===== src/rtl/core/tdts_pkg.sv =====
// Shared types and constants for the tree dependency task scheduler.
// Holds the channel word layouts, command/status codes, datapath ops and status.
// No dependencies.
package tdts_pkg;

  localparam int IW     = 10;       // node id / depth width
  localparam int KW     = 2 * IW;   // heap key: {depth, id}
  localparam int CFG_AW = 3;        // two 32-bit registers
  localparam int CFG_DW = 32;

  // Register indexes (paddr[2])
  localparam logic REG_LEAF_COUNT = 1'b0;
  localparam logic REG_NODE_COUNT = 1'b1;

  // Commands
  localparam logic [1:0] CMD_LOAD     = 2'd0;
  localparam logic [1:0] CMD_START    = 2'd1;
  localparam logic [1:0] CMD_GET      = 2'd2;
  localparam logic [1:0] CMD_COMPLETE = 2'd3;

  // Result status
  localparam logic [1:0] ST_ACCEPTED = 2'd0;
  localparam logic [1:0] ST_ISSUED   = 2'd1;
  localparam logic [1:0] ST_EMPTY    = 2'd2;
  localparam logic [1:0] ST_FINISHED = 2'd3;

  typedef struct packed {
    logic [1:0]    command;
    logic [IW-1:0] node_index;
    logic [IW-1:0] left_child;
    logic [IW-1:0] right_child;
    logic          is_leaf;
  } tdts_in_t;

  typedef struct packed {
    logic [1:0]    status;
    logic [IW-1:0] task_id;
    logic          task_is_leaf;
    logic [IW-1:0] first_child;
    logic [IW-1:0] second_child;
    logic          all_done;
  } tdts_out_t;

  // One entry of the node table
  typedef struct packed {
    logic          leaf;
    logic [IW-1:0] left;
    logic [IW-1:0] right;
  } tdts_node_t;

  // Datapath operations issued by the controller
  typedef enum logic [4:0] {
    OP_NONE, OP_CAPTURE, OP_LOAD, OP_CLR,
    OP_WALK_INIT, OP_WALK_RD, OP_WALK_L, OP_WALK_R, OP_DEC,
    OP_SCAN0, OP_LEAF_RD, OP_LEAF_KEY,
    OP_PUSH_INIT, OP_PUSH_RD, OP_PUSH_MOVE, OP_PUSH_WR,
    OP_PAR_RD, OP_PAR_L, OP_PAR_R,
    OP_GET_CHK, OP_POP_TOP, OP_POP_LAST, OP_POP_RD1, OP_POP_RD2,
    OP_POP_SEL, OP_POP_MOVE, OP_POP_WR, OP_POP_RES,
    OP_CMP_CHK, OP_CMP_P, OP_CMP_R, OP_EMIT
  } tdts_op_t;

  // Datapath status seen by the controller
  typedef struct packed {
    logic [1:0] cmd;
    logic clr_last;
    logic walk_done;
    logic scan_oob;
    logic leaf_done;
    logic par_done;
    logic heap_full;
    logic hi_zero;
    logic parent_ge;
    logic finished;
    logic heap_empty;
    logic c_ge_size;
    logic c1_lt_size;
    logic ck_le_last;
    logic cmp_oob;
    logic cmp_root;
    logic p_oob;
    logic rc_is1;
    logic out_free;
  } tdts_stat_t;

endpackage


===== src/rtl/core/tdts_ctrl.sv =====
// Controller state machine of the scheduler: sequences each command as
// datapath operations and waits on datapath status. Uses tdts_pkg.
module tdts_ctrl import tdts_pkg::*; (
  input  logic       clk,
  input  logic       rst_n,
  input  logic       in_valid_i,
  output logic       in_ready_o,
  input  tdts_stat_t stat_i,
  output tdts_op_t   op_o
);

  localparam logic [5:0] S_RCLR      = 6'd0;
  localparam logic [5:0] S_IDLE      = 6'd1;
  localparam logic [5:0] S_DISP      = 6'd2;
  localparam logic [5:0] S_LOAD      = 6'd3;
  localparam logic [5:0] S_CLR       = 6'd4;
  localparam logic [5:0] S_WALK_INIT = 6'd5;
  localparam logic [5:0] S_WALK_CHK  = 6'd6;
  localparam logic [5:0] S_WALK_L    = 6'd7;
  localparam logic [5:0] S_WALK_R    = 6'd8;
  localparam logic [5:0] S_WALK_NEXT = 6'd9;
  localparam logic [5:0] S_LEAF_INIT = 6'd10;
  localparam logic [5:0] S_LEAF_CHK  = 6'd11;
  localparam logic [5:0] S_LEAF_KEY  = 6'd12;
  localparam logic [5:0] S_PUSH      = 6'd13;
  localparam logic [5:0] S_PUSH_CHK  = 6'd14;
  localparam logic [5:0] S_PUSH_CMP  = 6'd15;
  localparam logic [5:0] S_PUSH_WR   = 6'd16;
  localparam logic [5:0] S_PAR_INIT  = 6'd17;
  localparam logic [5:0] S_PAR_CHK   = 6'd18;
  localparam logic [5:0] S_PAR_L     = 6'd19;
  localparam logic [5:0] S_PAR_R     = 6'd20;
  localparam logic [5:0] S_GET       = 6'd21;
  localparam logic [5:0] S_POP_TOP   = 6'd22;
  localparam logic [5:0] S_POP_LAST  = 6'd23;
  localparam logic [5:0] S_POP_CHK   = 6'd24;
  localparam logic [5:0] S_POP_RD2   = 6'd25;
  localparam logic [5:0] S_POP_SEL   = 6'd26;
  localparam logic [5:0] S_POP_CMP   = 6'd27;
  localparam logic [5:0] S_POP_WR    = 6'd28;
  localparam logic [5:0] S_POP_NODE  = 6'd29;
  localparam logic [5:0] S_CMP0      = 6'd30;
  localparam logic [5:0] S_CMP1      = 6'd31;
  localparam logic [5:0] S_CMP2      = 6'd32;
  localparam logic [5:0] S_OUT       = 6'd33;

  logic [5:0] state_r, state_nxt;
  logic       ret_out_r, ret_out_nxt;  // push returns to output (else leaf loop)
  logic [5:0] push_ret;

  assign push_ret = ret_out_r ? S_OUT : S_LEAF_CHK;

  // Next state and operation
  always_comb begin
    state_nxt   = state_r;
    ret_out_nxt = ret_out_r;
    op_o        = OP_NONE;
    in_ready_o  = 1'b0;
    unique case (state_r)
      S_RCLR: begin
        op_o = OP_CLR;
        if (stat_i.clr_last) state_nxt = S_IDLE;
      end
      S_IDLE: begin
        in_ready_o = 1'b1;
        if (in_valid_i) begin
          op_o      = OP_CAPTURE;
          state_nxt = S_DISP;
        end
      end
      S_DISP: begin
        unique case (stat_i.cmd)
          CMD_LOAD:     state_nxt = S_LOAD;
          CMD_START:    state_nxt = S_CLR;
          CMD_GET:      state_nxt = S_GET;
          CMD_COMPLETE: state_nxt = S_CMP0;
          default:      state_nxt = S_OUT;
        endcase
      end
      S_LOAD: begin
        op_o      = OP_LOAD;
        state_nxt = S_OUT;
      end
      // start: clear, depth walk, leaf pushes, parent links
      S_CLR: begin
        op_o = OP_CLR;
        if (stat_i.clr_last) state_nxt = S_WALK_INIT;
      end
      S_WALK_INIT: begin
        op_o      = OP_WALK_INIT;
        state_nxt = S_WALK_CHK;
      end
      S_WALK_CHK: begin
        op_o = OP_WALK_RD;
        if (stat_i.walk_done)     state_nxt = S_LEAF_INIT;
        else if (stat_i.scan_oob) state_nxt = S_WALK_NEXT;
        else                      state_nxt = S_WALK_L;
      end
      S_WALK_L: begin
        op_o      = OP_WALK_L;
        state_nxt = S_WALK_R;
      end
      S_WALK_R: begin
        op_o      = OP_WALK_R;
        state_nxt = S_WALK_NEXT;
      end
      S_WALK_NEXT: begin
        op_o      = OP_DEC;
        state_nxt = S_WALK_CHK;
      end
      S_LEAF_INIT: begin
        op_o      = OP_SCAN0;
        state_nxt = S_LEAF_CHK;
      end
      S_LEAF_CHK: begin
        op_o      = OP_LEAF_RD;
        state_nxt = stat_i.leaf_done ? S_PAR_INIT : S_LEAF_KEY;
      end
      S_LEAF_KEY: begin
        op_o        = OP_LEAF_KEY;
        ret_out_nxt = 1'b0;
        state_nxt   = S_PUSH;
      end
      // heap push: sift up one level per compare
      S_PUSH: begin
        op_o      = OP_PUSH_INIT;
        state_nxt = stat_i.heap_full ? push_ret : S_PUSH_CHK;
      end
      S_PUSH_CHK: begin
        op_o      = OP_PUSH_RD;
        state_nxt = stat_i.hi_zero ? S_PUSH_WR : S_PUSH_CMP;
      end
      S_PUSH_CMP: begin
        op_o      = OP_PUSH_MOVE;
        state_nxt = stat_i.parent_ge ? S_PUSH_WR : S_PUSH_CHK;
      end
      S_PUSH_WR: begin
        op_o      = OP_PUSH_WR;
        state_nxt = push_ret;
      end
      S_PAR_INIT: begin
        op_o      = OP_SCAN0;
        state_nxt = S_PAR_CHK;
      end
      S_PAR_CHK: begin
        op_o      = OP_PAR_RD;
        state_nxt = stat_i.par_done ? S_OUT : S_PAR_L;
      end
      S_PAR_L: begin
        op_o      = OP_PAR_L;
        state_nxt = S_PAR_R;
      end
      S_PAR_R: begin
        op_o      = OP_PAR_R;
        state_nxt = S_PAR_CHK;
      end
      // get task: pop with sift down
      S_GET: begin
        op_o = OP_GET_CHK;
        if (stat_i.finished || stat_i.heap_empty) state_nxt = S_OUT;
        else                                     state_nxt = S_POP_TOP;
      end
      S_POP_TOP: begin
        op_o      = OP_POP_TOP;
        state_nxt = S_POP_LAST;
      end
      S_POP_LAST: begin
        op_o      = OP_POP_LAST;
        state_nxt = S_POP_CHK;
      end
      S_POP_CHK: begin
        op_o      = OP_POP_RD1;
        state_nxt = stat_i.c_ge_size ? S_POP_WR : S_POP_RD2;
      end
      S_POP_RD2: begin
        op_o      = OP_POP_RD2;
        state_nxt = stat_i.c1_lt_size ? S_POP_SEL : S_POP_CMP;
      end
      S_POP_SEL: begin
        op_o      = OP_POP_SEL;
        state_nxt = S_POP_CMP;
      end
      S_POP_CMP: begin
        op_o      = OP_POP_MOVE;
        state_nxt = stat_i.ck_le_last ? S_POP_WR : S_POP_CHK;
      end
      S_POP_WR: begin
        op_o      = OP_POP_WR;
        state_nxt = S_POP_NODE;
      end
      S_POP_NODE: begin
        op_o      = OP_POP_RES;
        state_nxt = S_OUT;
      end
      // complete task
      S_CMP0: begin
        op_o      = OP_CMP_CHK;
        state_nxt = (stat_i.cmp_oob || stat_i.cmp_root) ? S_OUT : S_CMP1;
      end
      S_CMP1: begin
        op_o      = OP_CMP_P;
        state_nxt = stat_i.p_oob ? S_OUT : S_CMP2;
      end
      S_CMP2: begin
        op_o = OP_CMP_R;
        if (stat_i.rc_is1) begin
          ret_out_nxt = 1'b1;
          state_nxt   = S_PUSH;
        end else begin
          state_nxt = S_OUT;
        end
      end
      S_OUT: begin
        op_o = OP_EMIT;
        if (stat_i.out_free) state_nxt = S_IDLE;
      end
      default: state_nxt = S_RCLR;
    endcase
  end

  always_ff @(posedge clk) begin
    if (!rst_n) begin
      state_r   <= S_RCLR;
      ret_out_r <= 1'b0;
    end else begin
      state_r   <= state_nxt;
      ret_out_r <= ret_out_nxt;
    end
  end

endmodule


===== config.mk =====
export PLATFORM = sky130hd
export DESIGN_NAME = tdts_ctrl
export DESIGN_NICKNAME = d
export VERILOG_FILES = /design/src/rtl/core/tdts_pkg.sv /design/src/rtl/core/tdts_ctrl.sv
export SDC_FILE = /design/constraint.sdc
export NUM_CORES = 1
export LEC_CHECK = 0
export BUFFER_PORTS_ARGS = -buffer_cell sky130_fd_sc_hd__buf_4
export CORE_MARGIN = 2
export CORE_UTILIZATION = 42
export CTS_CLUSTER_SIZE = 16
export DETAILED_ROUTE_END_ITERATION = 8
export PLACE_DENSITY = 0.63
export SYNTH_ARGS = -nofsm -noshare
export SYNTH_HDL_FRONTEND = slang
export SYNTH_SLANG_ARGS = --single-unit

===== constraint.sdc =====
create_clock -name clk -period 3.55 [get_ports clk]
set_clock_uncertainty 0.05 [all_clocks]
set_input_delay 1.065 -clock clk [delete_from_list [all_inputs] [get_ports clk]]
set_output_delay 1.065 -clock clk [all_outputs]
set_load 0.005 [all_outputs]

After elaboration in Yosys (flattened, before gate mapping)
Index checks and enable logic that the tools add are counted.
- equality and inequality tests: 41
- muxes and demuxes: 26
- reduce and logical (&&, ||, !) cells: 12
- operators with widths (cell ; number):
    6-bit one-hot mux with 31 select lines ; 1
    5-bit one-hot mux with 31 select lines ; 1
    6-bit by 5-bit equality test with 1-bit output (second input constant) ; 16
    6-bit 2-to-1 mux ; 10
    6-bit by 4-bit equality test with 1-bit output (second input constant) ; 8
    6-bit by 3-bit equality test with 1-bit output (second input constant) ; 4
    6-bit one-hot mux with 4 select lines ; 1
    5-bit 2-to-1 mux ; 3
    6-bit by 2-bit equality test with 1-bit output (second input constant) ; 2
    6-bit equality test (second input constant) ; 2
    2-bit inequality test (second input constant) ; 5
    2-bit OR reduction ; 5
    4-bit 2-to-1 mux ; 2
    6-bit by 1-bit equality test with 1-bit output (second input constant) ; 1
    6-bit logical NOT ; 1
    3-bit 2-to-1 mux ; 2
    1-bit 2-to-1 mux ; 5
    2-bit equality test (second input constant) ; 2
    4-bit AND reduction ; 1
    2-bit by 1-bit equality test with 1-bit output (second input constant) ; 1
    2-bit logical NOT ; 1
    1-bit logical OR ; 2
    1-bit one-hot mux with 2 select lines ; 1
    2-bit AND reduction ; 1
    2-bit nonzero test ; 1
- input bits: 23
- register bits after elaboration: 7
- output and inout bits: 6
- logic and storage cells: 81

Depth between registers and ports, before layout
- word-level depth: 3
- depth in mapped cells: 7
- depth with buffers taken out: 7

Worst setup path after synthesis
Ideal clock, no wire load.
- path type: in2out
- from: input port in_valid_i
- to: output port op_o[0]
- data arrival time: 1.422 ns
- path buffers: 0
- setup slack: 1.013 ns
- required time: 2.435 ns
- stages: 2
- cell sequence: a221oi_1 -> o21ai_0
- word-level cells in the longest chain between the ends: 2
- ends and longest elaborated chain (element ; RTL line ; text):
    start: declaration ; tdts_ctrl.sv:6 ; input logic in_valid_i,
    1-bit 2-to-1 mux ; tdts_ctrl.sv:66 ; if (in_valid_i) begin
    5-bit one-hot mux with 31 select lines ; tdts_ctrl.sv:59 ; unique case (state_r)
    end: declaration ; tdts_ctrl.sv:9 ; output tdts_op_t op_o
Every way passes these cells.

Final worst setup path
- from: register state_r[4]
- to: output port op_o[0]
- word-level cells in the longest chain between the ends: 3
- elaborated cells on any way between the ends: 36
- classes of those cells: 32 x eq/ne; 1 x mux; 3 x reduce/logical
- ends and longest elaborated chain (element ; RTL line ; text):
    start: declaration ; tdts_ctrl.sv:47 ; logic [5:0] state_r, state_nxt;
    start signal: assignment ; tdts_ctrl.sv:226 ; state_r <= state_nxt;
    6-bit by 5-bit equality test with 1-bit output (tied with other cells) ; tdts_ctrl.sv:59 ;
    2-bit OR reduction (no source line) ; -- ;
    5-bit one-hot mux with 31 select lines * ; tdts_ctrl.sv:59 ;
Mark *: on every way between the ends. The rest lies on a longest branch, timed or not.

==> results.cfg <==
[outcome]
run_status = finished clean

[die]
io_pins = 29
initial_core_util = 0.444
die_outline_area_um2 = 3360
floorplan.die.width_um = 58.0
coreArea_um2 = 2760
rows = 19
die_h_um = 58.0

[clocking]
cts.htree.levels = 1
insertion_delay_ns = 0.27
cts_hold_buffers_added = 0
cts_max_path_buffers = 2
worst_setup_hold_path_clk_slew_ns = 0.07
cts-buffers-inserted = 3
cts_tree = yes
post_cts_resize_count = 0
cts.sink_count = 7
post_cts.repair.setup_buffers = 0
ctsRootBufferMaster = sky130_fd_sc_hd__clkbuf_4

[final_layout]
multiInputGateArea_um2 = 975
layout.area.seq_um2 = 140
syn2layout_area_growth_pct = 18.8
drive_above_1_share = 0.195
fin_nets = 233
antenna_cells = 0
final.fill_count = 283

[routing]
routed-via-count = 1608
drt_first_pass_iters = 5
drt-vias-per-instance = 6.81
wl_per_cell_um = 18.3
totalWireLength_um = 4330
detailed_route_drc_error_count = 0
drt_first_iter_violations = 100
antenna_left = 0

[pwr]
leakagePower_nw = 0.558
power.ir.vdd_worst_uv = 434
power_per_standard_cell_area_nw_per_um2 = 569

[grt]
globalRouteTotalUtil = 0.266
first_global_vias = 1402
grt_antenna_before_repair = 0
pin_count_of_the_biggest_net_entering_global_routing = 26
global_route.overflow_total = 0
wire_length_of_the_first_global_routing_pass_um = 6920

[setup_path]
setup.worst_path.class = flop to output pin
critical_path.startpoint_type = flop
crit_end_element = output pin
path_max_fanout = 25
worst-endpoint-required_ns = 2.43
crit_arrival_ns = 2.23

[placement]
buffer_ports.inserted = 28
finalWeightedCongestion = 0.942
placement.setup.worst_slack_ns = 0.582
dp_hpwl_um = 3230

[sta]
post-route-worst-setup-slack_ns = 0.207
finalMaxSlewViolations = 0
final.setup.tns_ns = 0
final.period_utilization = 0.942
setup_repair_after_global_routing_missed_its_margin = no
finalWorstPathRequiredPeriod_ns = 3.34
hold_viol = 0
timing.fmax_ghz = 0.299
setup_viol = 0
slew_of_the_pin_with_the_lowest_slew_margin_ns = 0.770
max-slew-margin-rel = 0.486

[synthesis]
sequential_element_share_of_the_synthesized_area = 0.114
yosysWarnings = 0
synth_edf_count = 0
synth_nets = 209
postSynthCellCount = 182
yosysTopAreaCellShare = 0.114
synth_top_cell_by_area = sky130_fd_sc_hd__dfxtp_1
netlist_cell_types = 49
synth_top_cells_by_area = sky130_fd_sc_hd__dfxtp_1, sky130_fd_sc_hd__nor2_1, sky130_fd_sc_hd__o21ai_0, sky130_fd_sc_hd__nand2_1, sky130_fd_sc_hd__nor2b_1
synth_area_um2 = 1220
synthesized_area_divided_by_synthesized_cell_count_um2 = 6.73
synth_flop_cell = sky130_fd_sc_hd__dfxtp_1
synth.ff_latch_count = 7
async_reset_ff_frac = 0

[min_path]
hold_class = flop to flop

[job]
cap_violations = 0
[metrics by stage]
| step | hold slack (ns) | power [mW] | cell area [µm²] | utilization | cells |
|---|---|---|---|---|---|
| after floorplan | 0.402 | 0.553 | 1220 | - | 182 |
| final | 0.465 | 0.827 | 1460 | 0.528 | 236 |
| after CTS | 0.455 | 0.812 | 1460 | 0.528 | 236 |
| after detailed placement | 0.447 | 0.727 | 1430 | 0.518 | 232 |
| after global placement | 0.447 | 0.724 | 1430 | 0.518 | 232 |
| after global routing | 0.484 | 0.883 | 1460 | 0.528 | 236 |
[critical path: stages (launching register included)]
cell	delay (ns)
sky130_fd_sc_hd__dfxtp_1	0.82
sky130_fd_sc_hd__nor2_1	0.27
sky130_fd_sc_hd__and3_1	0.29
sky130_fd_sc_hd__a221oi_1	0.29
sky130_fd_sc_hd__o21ai_0	0.13
sky130_fd_sc_hd__buf_4	0.15
[Yosys cell counts (all sizes together), types with 2 or more instances]
cell and n:
dfxtp 7, nand4 5, nor2 18, a22oi 3, o41a 2, o31ai 2
o21ai 14, nand2 15, o2111ai 3, nor3 6, a21boi 2, nor3b 5
ha 4, or3 3, a31oi 5, o2bb2ai 3, mux2i 4, o31a 2
o211ai 5, buf 14, a21oi 9, nor2b 9, inv 5, nand3 11
nand2b 6
[metal layers]
metal,global-route usage,wire (µm),vias up
li1,-,-,736
met5,0,0,-
met2,0.394,1940,112
met4,0.106,170,0
met1,0.368,1740,739
met3,0.0692,475,21
[worst paths after layout]
kind / start / end / slack (ns) / cells after the start
max: state_r[4]$_SDFFE_PN0P_ / op_o[0] / 0.21 / 5
min: ret_out_r$_SDFFE_PN0P_ / ret_out_r$_SDFFE_PN0P_ / 0.47 / 2
max reg2reg: state_r[3]$_SDFFE_PN0P_ / state_r[2]$_SDFFE_PN0P_ / 1.24 / 6
min reg2reg: ret_out_r$_SDFFE_PN0P_ / ret_out_r$_SDFFE_PN0P_ / 0.47 / 2
[sequential cells by signal, indices dropped and copies added, names as in the netlist]
name,cells
ret_out_r,1
state_r,6
[cells by family (layout without fill, tap and decap cells)]
group                    Yosys count  in the layout  share of synthesized area
adder cells (fa/ha/maj)            5              5                     0.0490
buffers and inverters             20             43                     0.0899
multiplexers                       5              5                     0.0419
AND/OR/NAND/NOR                   82             82                      0.342
AO/OA/AOI/OAI                     63             63                      0.363
flip-flops                         7              7                      0.114
[cells in the final DEF, fill, tap and decap left out, drive strengths merged, types with 2 or more instances in the layout]
| cell type | count |
|---|---|
| buf | 34 |
| nor2 | 18 |
| o31ai | 2 |
| o2bb2ai | 3 |
| a21boi | 2 |
| o31a | 2 |
| mux2i | 4 |
| nor2b | 9 |
| nor3b | 5 |
| a22oi | 3 |
| nand2b | 6 |
| nand4 | 5 |
| or3 | 3 |
| a31oi | 5 |
| o211ai | 5 |
| o41a | 2 |
| clkbuf | 3 |
| a21oi | 9 |
| dfxtp | 7 |
| nor3 | 6 |
| nand3 | 11 |
| inv | 5 |
| o2111ai | 3 |
| o21ai | 14 |
| nand2 | 15 |
| ha | 4 |
[power by group]
group / total, mW / switching, mW / internal, mW / leakage [nW]
Clock: 0.0812 / 0.0395 / 0.0417 / 0.0177
Sequential: 0.175 / 0.0792 / 0.0962 / 0.0569
Combinational: 0.571 / 0.316 / 0.255 / 0.484
Total: 0.827 / 0.435 / 0.393 / 0.558
[cell type report]
class,count,area share
clock inverter,1,0.00344
timing repair buffer,34,0.175
sequential,7,0.0963
multi-input combinational,155,0.670
tap,31,0.0267
clock buffer,3,0.0155
inverter,5,0.0129
Power figures use the tool's default switching activity.
